## config.mk

```make
export PLATFORM = sky130hd
export DESIGN_NAME = crc16_frame_receiver
export DESIGN_NICKNAME = d
export VERILOG_FILES = /design/src/hw/rtl/cfr_pkg.sv /design/src/hw/rtl/cfr_ram.sv /design/src/hw/rtl/cfr_crc_unit.sv /design/src/hw/rtl/crc16_frame_receiver.sv
export SDC_FILE = /design/constraint.sdc
export NUM_CORES = 1
export LEC_CHECK = 0
export BUFFER_PORTS_ARGS = -buffer_cell sky130_fd_sc_hd__buf_2
export CAP_MARGIN = 10
export CORE_MARGIN = 2
export CORE_UTILIZATION = 35
export DETAILED_ROUTE_END_ITERATION = 10
export GPL_ROUTABILITY_DRIVEN = 0
export SETUP_SLACK_MARGIN = 0.3
export SLEW_MARGIN = 20
export SYNTH_ARGS = -nofsm -noshare
export SYNTH_HDL_FRONTEND = slang
export SYNTH_HIERARCHICAL = 1
export SYNTH_SLANG_ARGS = --single-unit
export TNS_END_PERCENT = 50
```

## constraint.sdc

```tcl
create_clock -name clk_i -period 7.2 [get_ports clk_i]
set_clock_uncertainty 0.15 [all_clocks]
set_input_delay 2.16 -clock clk_i [delete_from_list [all_inputs] [get_ports clk_i]]
set_output_delay 2.16 -clock clk_i [all_outputs]
set_load 0.01 [all_outputs]
```

## src/hw/rtl/cfr_pkg.sv

```systemverilog
// ----------------------------------------------------------------------------
// cfr_pkg
// Shared constants, types and codes of the CRC-16 frame receiver.
// ----------------------------------------------------------------------------
package cfr_pkg;

  // payload buffer depth and derived widths
  localparam int unsigned MAX_PAYLOAD = 64;
  localparam int unsigned IDX_W       = $clog2(MAX_PAYLOAD);
  localparam int unsigned LEN_W       = 7;
  localparam int unsigned BYTE_W      = 8;
  localparam int unsigned CRC_W       = 16;

  // crc-16, reflected polynomial
  localparam logic [CRC_W-1:0] CRC_INIT = 16'hFFFF;
  localparam logic [CRC_W-1:0] CRC_POLY = 16'hA001;

  // register reset values
  localparam logic [BYTE_W-1:0] HDR1_RST  = 8'd165;
  localparam logic [BYTE_W-1:0] HDR2_RST  = 8'd90;
  localparam logic [LEN_W-1:0]  LIMIT_RST = 7'd64;

  // configuration register indexes
  typedef enum logic [1:0] {
    CFG_HDR1  = 2'd0,
    CFG_HDR2  = 2'd1,
    CFG_LIMIT = 2'd2
  } cfg_idx_e;

  // result status codes
  typedef enum logic [1:0] {
    STS_GOOD    = 2'd0,
    STS_CRC_ERR = 2'd1,
    STS_LEN_ERR = 2'd2
  } status_e;

  // frame parse position
  typedef enum logic [2:0] {
    PH_IDLE   = 3'd0,
    PH_HDR2   = 3'd1,
    PH_LEN    = 3'd2,
    PH_ID     = 3'd3,
    PH_DATA   = 3'd4,
    PH_CRC_HI = 3'd5,
    PH_CRC_LO = 3'd6
  } phase_e;

  // sequencer states
  typedef enum logic [2:0] {
    SQ_IDLE    = 3'd0,
    SQ_CRC     = 3'd1,
    SQ_PUT     = 3'd2,
    SQ_EMIT_RD = 3'd3,
    SQ_EMIT_LD = 3'd4
  } seq_e;

  // control into the crc unit
  typedef struct packed {
    logic              init;
    logic              start;
    logic [BYTE_W-1:0] data;
  } crc_ctl_t;

endpackage

```

## src/hw/rtl/cfr_ram.sv

```systemverilog
// ----------------------------------------------------------------------------
// cfr_ram
// Generic single-write, single-read RAM with a registered read port.
// ----------------------------------------------------------------------------
module cfr_ram #(
  parameter int unsigned WIDTH = 8,
  parameter int unsigned DEPTH = 64
) (
  input  logic                     clk_i,
  input  logic                     we_i,
  input  logic [$clog2(DEPTH)-1:0] waddr_i,
  input  logic [WIDTH-1:0]         wdata_i,
  input  logic [$clog2(DEPTH)-1:0] raddr_i,
  output logic [WIDTH-1:0]         rdata_o
);

  logic [WIDTH-1:0] mem_q [DEPTH];
  logic [WIDTH-1:0] rdata_q;

  // write port and registered read
  always_ff @(posedge clk_i) begin
    if (we_i) begin
      mem_q[waddr_i] <= wdata_i;
    end
    rdata_q <= mem_q[raddr_i];
  end

  assign rdata_o = rdata_q;

endmodule

```

## src/hw/rtl/cfr_crc_unit.sv

```systemverilog
// ----------------------------------------------------------------------------
// cfr_crc_unit
// Bit-serial CRC-16 engine: holds the running crc, one bit per cycle.
// ----------------------------------------------------------------------------
module cfr_crc_unit
  import cfr_pkg::*;
(
  input  logic             clk_i,
  input  logic             rst_ni,
  input  crc_ctl_t         ctl_i,
  output logic [CRC_W-1:0] crc_o,
  output logic             busy_o
);

  logic [CRC_W-1:0] crc_q, crc_d;
  logic [2:0]       bit_cnt_q, bit_cnt_d;
  logic             busy_q, busy_d;

  // load, xor in a byte, or shift one bit
  always_comb begin
    crc_d     = crc_q;
    bit_cnt_d = bit_cnt_q;
    busy_d    = busy_q;
    if (ctl_i.init) begin
      crc_d  = CRC_INIT;
      busy_d = 1'b0;
    end else if (ctl_i.start) begin
      crc_d     = crc_q ^ {{(CRC_W-BYTE_W){1'b0}}, ctl_i.data};
      bit_cnt_d = 3'd0;
      busy_d    = 1'b1;
    end else if (busy_q) begin
      crc_d     = (crc_q >> 1) ^ (crc_q[0] ? CRC_POLY : '0);
      bit_cnt_d = bit_cnt_q + 3'd1;
      if (bit_cnt_q == 3'd7) begin
        busy_d = 1'b0;
      end
    end
  end

  always_ff @(posedge clk_i or negedge rst_ni) begin
    if (!rst_ni) begin
      crc_q     <= CRC_INIT;
      bit_cnt_q <= 3'd0;
      busy_q    <= 1'b0;
    end else begin
      crc_q     <= crc_d;
      bit_cnt_q <= bit_cnt_d;
      busy_q    <= busy_d;
    end
  end

  assign crc_o  = crc_q;
  assign busy_o = busy_q;

endmodule

```

## src/hw/rtl/crc16_frame_receiver.sv

```systemverilog
// ----------------------------------------------------------------------------
// crc16_frame_receiver
// Serial byte deframer: header, length, id, payload, crc-16 high then low.
// ----------------------------------------------------------------------------
// Usage:
//   Input channel (in_valid_i / in_stall_o / rx_byte_i) takes one received
//   byte per beat. Output channel (out_valid_o / out_stall_i) gives results:
//   the payload as a run of beats on a good crc, one marker beat for an empty
//   payload, or one error beat on crc mismatch or oversize length.
//   Config channel (cfg_valid_i / cfg_ready_o) writes header bytes and the
//   length limit; write only while the block is quiet.
// Timing:
//   a payload byte is accepted, then shifted bit by bit through the
//   bit-serial crc unit before the sequencer returns to idle; header,
//   length, id and crc bytes need a further sequencer state only when they
//   raise an error or marker beat. After the crc low byte a payload run
//   alternates SQ_EMIT_RD, the registered read of the payload RAM, and
//   SQ_EMIT_LD, the load of the output register, for each beat. No bytes
//   are taken while the sequencer is busy with a crc update or a result.
// Reset: parser idle, crc 0xFFFF, registers at their defaults; the payload
//   RAM is not cleared and needs no clearing pass.
// Stall: a stalled result holds in the output register; a run or a pending
//   result, and so the input side, wait until it is taken.
// ----------------------------------------------------------------------------
module crc16_frame_receiver
  import cfr_pkg::*;
(
  input  logic              clk_i,
  input  logic              rst_ni,
  // config write channel
  input  logic              cfg_valid_i,
  output logic              cfg_ready_o,
  input  logic [1:0]        cfg_index_i,
  input  logic [BYTE_W-1:0] cfg_data_i,
  // input byte channel
  input  logic              in_valid_i,
  output logic              in_stall_o,
  input  logic [BYTE_W-1:0] rx_byte_i,
  // result channel
  output logic              out_valid_o,
  input  logic              out_stall_i,
  output logic [1:0]        status_o,
  output logic [BYTE_W-1:0] frame_id_o,
  output logic [LEN_W-1:0]  payload_len_o,
  output logic [BYTE_W-1:0] data_byte_o,
  output logic [IDX_W-1:0]  byte_index_o,
  output logic              last_o
);

  // configuration registers
  logic [BYTE_W-1:0] hdr1_q, hdr2_q;
  logic [LEN_W-1:0]  limit_q;

  // parser state
  phase_e            phase_q, phase_d;
  seq_e              seq_q, seq_d;
  logic [LEN_W-1:0]  cnt_q, cnt_d;
  logic [BYTE_W-1:0] len_q, len_d;
  logic [BYTE_W-1:0] id_q, id_d;
  logic [BYTE_W-1:0] crc_hi_q, crc_hi_d;
  status_e           res_sts_q, res_sts_d;
  logic [LEN_W-1:0]  res_len_q, res_len_d;
  logic [IDX_W-1:0]  emit_idx_q;

  // output register
  logic              out_valid_q;
  status_e           out_sts_q;
  logic [BYTE_W-1:0] out_id_q;
  logic [LEN_W-1:0]  out_len_q;
  logic [BYTE_W-1:0] out_data_q;
  logic [IDX_W-1:0]  out_idx_q;
  logic              out_last_q;

  // control
  logic              in_acc, out_free, emit_last;
  logic              res_put, emit_go, ram_we;
  logic              load_put, load_emit;
  logic [LEN_W-1:0]  lim_eff;
  crc_ctl_t          crc_ctl;
  logic [CRC_W-1:0]  crc;
  logic              crc_busy;
  logic [BYTE_W-1:0] ram_rdata;

  assign in_acc    = in_valid_i && !in_stall_o;
  assign out_free  = !out_valid_q || !out_stall_i;
  assign lim_eff   = (limit_q > LEN_W'(MAX_PAYLOAD)) ? LEN_W'(MAX_PAYLOAD) : limit_q;
  assign emit_last = ({1'b0, emit_idx_q} + LEN_W'(1)) == cnt_q;

  // configuration writes
  assign cfg_ready_o = 1'b1;

  always_ff @(posedge clk_i or negedge rst_ni) begin
    if (!rst_ni) begin
      hdr1_q  <= HDR1_RST;
      hdr2_q  <= HDR2_RST;
      limit_q <= LIMIT_RST;
    end else if (cfg_valid_i && cfg_ready_o) begin
      case (cfg_idx_e'(cfg_index_i))
        CFG_HDR1:  hdr1_q  <= cfg_data_i;
        CFG_HDR2:  hdr2_q  <= cfg_data_i;
        CFG_LIMIT: limit_q <= cfg_data_i[LEN_W-1:0];
        default: ;
      endcase
    end
  end

  // frame parser: decodes one accepted byte
  always_comb begin
    phase_d      = phase_q;
    cnt_d        = cnt_q;
    len_d        = len_q;
    id_d         = id_q;
    crc_hi_d     = crc_hi_q;
    res_sts_d    = res_sts_q;
    res_len_d    = res_len_q;
    res_put      = 1'b0;
    emit_go      = 1'b0;
    ram_we       = 1'b0;
    crc_ctl.init  = 1'b0;
    crc_ctl.start = 1'b0;
    crc_ctl.data  = rx_byte_i;
    if (in_acc) begin
      if (rx_byte_i == hdr1_q) begin
        // restart on header byte from any phase
        phase_d      = PH_HDR2;
        cnt_d        = '0;
        crc_ctl.init = 1'b1;
      end else begin
        case (phase_q)
          PH_HDR2: phase_d = (rx_byte_i == hdr2_q) ? PH_LEN : PH_IDLE;
          PH_LEN: begin
            len_d   = rx_byte_i;
            phase_d = PH_ID;
          end
          PH_ID: begin
            id_d         = rx_byte_i;
            cnt_d        = '0;
            crc_ctl.init = 1'b1;
            if (len_q > {1'b0, lim_eff}) begin
              res_put   = 1'b1;
              res_sts_d = STS_LEN_ERR;
              res_len_d = len_q[BYTE_W-1] ? {LEN_W{1'b1}} : len_q[LEN_W-1:0];
              phase_d   = PH_IDLE;
            end else begin
              phase_d = (len_q == '0) ? PH_CRC_HI : PH_DATA;
            end
          end
          PH_DATA: begin
            ram_we        = 1'b1;
            crc_ctl.start = 1'b1;
            cnt_d         = cnt_q + LEN_W'(1);
            if ({1'b0, cnt_d} >= len_q) begin
              phase_d = PH_CRC_HI;
            end
          end
          PH_CRC_HI: begin
            crc_hi_d = rx_byte_i;
            phase_d  = PH_CRC_LO;
          end
          PH_CRC_LO: begin
            phase_d = PH_IDLE;
            if ({crc_hi_q, rx_byte_i} != crc) begin
              res_put   = 1'b1;
              res_sts_d = STS_CRC_ERR;
              res_len_d = len_q[LEN_W-1:0];
            end else if (cnt_q == '0) begin
              res_put   = 1'b1;
              res_sts_d = STS_GOOD;
              res_len_d = '0;
            end else begin
              emit_go = 1'b1;
            end
          end
          default: phase_d = PH_IDLE;
        endcase
      end
    end
  end

  // sequencer next state
  always_comb begin
    seq_d = seq_q;
    case (seq_q)
      SQ_IDLE: begin
        if (crc_ctl.start) begin
          seq_d = SQ_CRC;
        end else if (res_put) begin
          seq_d = SQ_PUT;
        end else if (emit_go) begin
          seq_d = SQ_EMIT_RD;
        end
      end
      SQ_CRC:     if (!crc_busy) seq_d = SQ_IDLE;
      SQ_PUT:     if (out_free) seq_d = SQ_IDLE;
      SQ_EMIT_RD: if (out_free) seq_d = SQ_EMIT_LD;
      SQ_EMIT_LD: seq_d = emit_last ? SQ_IDLE : SQ_EMIT_RD;
      default:    seq_d = SQ_IDLE;
    endcase
  end

  // sequencer outputs
  always_comb begin
    in_stall_o = 1'b1;
    load_put   = 1'b0;
    load_emit  = 1'b0;
    case (seq_q)
      SQ_IDLE:    in_stall_o = 1'b0;
      SQ_PUT:     load_put   = out_free;
      SQ_EMIT_LD: load_emit  = 1'b1;
      default: ;
    endcase
  end

  // parser and sequencer registers
  always_ff @(posedge clk_i or negedge rst_ni) begin
    if (!rst_ni) begin
      phase_q    <= PH_IDLE;
      seq_q      <= SQ_IDLE;
      cnt_q      <= '0;
      len_q      <= '0;
      id_q       <= '0;
      crc_hi_q   <= '0;
      res_sts_q  <= STS_GOOD;
      res_len_q  <= '0;
      emit_idx_q <= '0;
    end else begin
      phase_q   <= phase_d;
      seq_q     <= seq_d;
      cnt_q     <= cnt_d;
      len_q     <= len_d;
      id_q      <= id_d;
      crc_hi_q  <= crc_hi_d;
      res_sts_q <= res_sts_d;
      res_len_q <= res_len_d;
      if (emit_go) begin
        emit_idx_q <= '0;
      end else if (load_emit) begin
        emit_idx_q <= emit_idx_q + IDX_W'(1);
      end
    end
  end

  // output register valid
  always_ff @(posedge clk_i or negedge rst_ni) begin
    if (!rst_ni) begin
      out_valid_q <= 1'b0;
    end else if (load_put || load_emit) begin
      out_valid_q <= 1'b1;
    end else if (!out_stall_i) begin
      out_valid_q <= 1'b0;
    end
  end

  // output register payload
  always_ff @(posedge clk_i) begin
    if (load_put) begin
      out_sts_q  <= res_sts_q;
      out_id_q   <= id_q;
      out_len_q  <= res_len_q;
      out_data_q <= '0;
      out_idx_q  <= '0;
      out_last_q <= 1'b1;
    end else if (load_emit) begin
      out_sts_q  <= STS_GOOD;
      out_id_q   <= id_q;
      out_len_q  <= cnt_q;
      out_data_q <= ram_rdata;
      out_idx_q  <= emit_idx_q;
      out_last_q <= emit_last;
    end
  end

  assign out_valid_o   = out_valid_q;
  assign status_o      = out_sts_q;
  assign frame_id_o    = out_id_q;
  assign payload_len_o = out_len_q;
  assign data_byte_o   = out_data_q;
  assign byte_index_o  = out_idx_q;
  assign last_o        = out_last_q;

  // single bit-serial crc unit
  cfr_crc_unit u_crc (
    .clk_i  (clk_i),
    .rst_ni (rst_ni),
    .ctl_i  (crc_ctl),
    .crc_o  (crc),
    .busy_o (crc_busy)
  );

  // payload buffer
  cfr_ram #(
    .WIDTH (BYTE_W),
    .DEPTH (MAX_PAYLOAD)
  ) u_payload_ram (
    .clk_i   (clk_i),
    .we_i    (ram_we),
    .waddr_i (cnt_q[IDX_W-1:0]),
    .wdata_i (rx_byte_i),
    .raddr_i (emit_idx_q),
    .rdata_o (ram_rdata)
  );

endmodule
```

==> metrics.txt <==
Root Buffer clkbuf_16; RSZ-0062 raised after global routing no; Yosys cell types 71; Reg2Reg Launch Point hdr1_q[6]; I/O Buffers 56; final worst-path cycle share 0.765; number of H-tree levels 3; Worst path top cell family by delay simple AND/OR/NAND/NOR gates; final hold violations 0; post-synthesis mux area share 0.152; number of flip-flops in the largest register 512; R2R cell count 7; Die Y 280 um; Leakage 10.5 nW; slowest stage delay, CP 0.78 ns; Tot GR Track Use 0.184; clock buffer depth 3; Power Dens Cells 281 nW/um2; cts hold-fix bufs 0; largest family of logic cells by synthesized area multiplexers; Die ar. 78,200 um2; num rows 101; Pre-antenna DRT Iters 5; Vias 14.5k; WS Path Type input port to register; Starting DRT DRC Count 1,465; CP Max Fanout 27; worst slack at placement 1.10 ns; hold-critical path depth 0; hold endpoint frame_id_o[7]; post-route setup TNS 0 ns; final net count 1,642; fin util 0.401; initial antenna violation count 3; crit path max-delay cell type nor2_1; CTS Sinks 648; Pwr Total 8.51 mW; Worst setup EP type register; status finished clean; syn avg cell area 17.5 um2; pin count of the biggest net entering global routing 77; Reg with most FFs u_payload_ram/mem_q; start point of the worst hold path id_q[7]; Post-synth ARST share 0.148; post-DR vias/cell 5.50; first-pass GRT wire length 103,000 um; data required time of the worst path 7.27 ns; area grow syn2layout 14.0%; total grt overflow 0; Placed Area 27,900 um2; Max VDD drop 0.130 mV; Compound-Gate Fraction of Synth Area 0.0352; Initial Util 0.352; Post-Place Cells 2,509; Period minus WS final 5.51 ns; number of synthesized flops with an enable pin 529; fraction of layout cells with a size suffix above 1 0.246; CTS tree built; XOR/XNOR Fraction of Synth Area 0.0191; ys flop type edfxtp_1; Setup crit start kind input port; Post-Synth Simple-Gate Area 0.0583; adder-cell share of the synthesized area 0.00894; dpl hpwl 46,700 um; crit-path cells buf_2 > xnor2_1 > nand4_1 > o211ai_1 > inv_2 > nor2b_1 > nand2_1 > nor2_1; clock-pin slew on the worst setup and hold paths 0.06 ns; Final setup viols 0; sequential fraction of the synthesis area 0.706; count of warnings emitted by yosys 6; Worst-Margin Slew 1.12 ns; max_slew headroom 0.231; Slew Viols, Final 0; Hold WC Path Type register to register; setup slack, reg-to-reg 2.65 ns; number of synthesized register bits 648; WL final 71,100 um; Fin Hold WS 0.290 ns; number of global-route vias before repair 14.6k; arrival time at the worst endpoint 5.58 ns; f_max 0.182 GHz; setup repair bufs after CTS 0; Mapped Cells 1,524; maxcap violations 0; worst path bufs/invs 2; Layout Cells excl Fill 2,631; final worst setup slack 1.69 ns; Filler cells 6,743; post-route DRC violation count 0; Finished Cell Area 30,300 um2; DRT antenna net count 0; core footprint 75,600 um2; Horiz. Die Dim 280 um; post-CTS sizing 0; syn_nets 1,566; routed wire length per instance 27.0 um; reg-to-reg critical path endpoint u_payload_ram/mem_q[8][6]; I/O Pins 58; Synth Cell Area 26,600 um2; Skew-Pair Late Insertion Delay 0.61 ns; total CTS buffers 67
==> worst max path at each step <==
stage                                            end         start  depth (start not counted)  slack, ns
after floorplan           u_payload_ram/mem_q[62][0]  rx_byte_i[3]                          8       2.81
after global placement    u_payload_ram/mem_q[32][6]  rx_byte_i[4]                          8       1.31
after detailed placement  u_payload_ram/mem_q[32][7]  rx_byte_i[6]                          8       1.10
after CTS                  u_payload_ram/mem_q[8][6]  rx_byte_i[6]                          8       1.76
after global routing       u_payload_ram/mem_q[8][6]  rx_byte_i[6]                          8       1.59
final                      u_payload_ram/mem_q[8][6]  rx_byte_i[6]                          8       1.69
==> power by group <==
part	internal (mW)	leakage [nW]	switching, mW
Combinational	0.182	3.23	0.286
Clock	2.32	1.16	1.42
Sequential	4.18	6.12	0.129
==> final cells by class <==
type / count / area, um2 / share of cell area
diodes: 2 / 5.00 / 0.000165
inverters: 23 / 86.3 / 0.00285
repair buffers: 86 / 533 / 0.0176
multi-input cells: 774 / 7280 / 0.240
clock inverters: 36 / 527 / 0.0174
flip-flops and latches: 648 / 18800 / 0.620
clock buffers: 84 / 1880 / 0.0619
well taps: 978 / 1220 / 0.0403
==> routing by layer <==
metal	wire [um]	up-vias	share of wire	track usage
li1	-	6118	-	-
met2	33300	658	0.47	0.289
met4	1860	2	0.026	0.0587
met1	30100	7585	0.42	0.255
met3	5870	100	0.083	0.0404
met5	13	-	0.00018	0
==> kinds of logic (layout without fill, tap and decap cells) <==
logic type	Yosys count	count (layout)
compound gates	132	132
xor+xnor	58	58
fa+ha+maj	19	19
buf+inv	102	229
flops	648	648
mux	237	237
other cells	1	3
simple gates	327	327
==> synthesized netlist by cell type (4+ instances only) <==
cell      number  share of area
dfxtp_1       23          0.017
o21ai_0       12         0.0023
o31ai_1        4         0.0011
or2_2          4        0.00094
nand2_1       92          0.013
dfstp_2       25          0.025
nor4_1         7         0.0016
buf_2         15         0.0028
o22ai_1        8         0.0019
xnor2_1       43          0.014
clkbuf_1      35         0.0049
o221ai_1       8         0.0026
mux2_2        41          0.017
dfrtp_1       71          0.067
nand3b_1      12         0.0034
a221oi_1       7         0.0023
xor2_1        15         0.0049
or2_1          6         0.0014
inv_1         21         0.0030
mux2i_1       46          0.017
and2_1         6         0.0014
nand3_1       21         0.0040
a211oi_1       7         0.0020
ha_1          19         0.0089
nand2b_1      12         0.0028
buf_4         16         0.0045
o21ai_1       17         0.0032
nor2_1       108          0.015
a22oi_1        5         0.0014
mux2_1        24          0.010
nor3_1        11         0.0021
a21oi_1       22         0.0041
nor3b_1        4         0.0011
nor2b_1       23         0.0054
buf_6          8         0.0034
nand4_1       11         0.0026
a31oi_1        4        0.00094
o32ai_1        4         0.0013
edfxtp_1     529           0.60
mux4_2       126           0.11
==> cell usage in the layout (no fill, tap or decap), types with 7 or more instances in the layout <==
master,n
bufinv_16,13
nand2_1,92
buf_2,55
nand4_1,11
edfxtp_1,529
inv_1,21
xnor2_1,43
clkbuf_16,72
clkinv_2,10
buf_4,29
nor3_1,9
o221ai_1,8
nor2_1,107
clkbuf_1,9
nor2b_1,23
o21ai_1,16
o22ai_1,8
mux2_2,41
dfstp_2,25
dfrtp_1,67
ha_1,19
xor2_1,15
mux4_2,126
a211oi_1,7
a221oi_1,7
nand3_1,21
nand2b_1,12
nor4_1,7
mux2i_1,46
mux2_1,24
o21ai_0,12
a21oi_1,22
dfxtp_1,23
nand3b_1,12
Power figures use the tool's default switching activity.
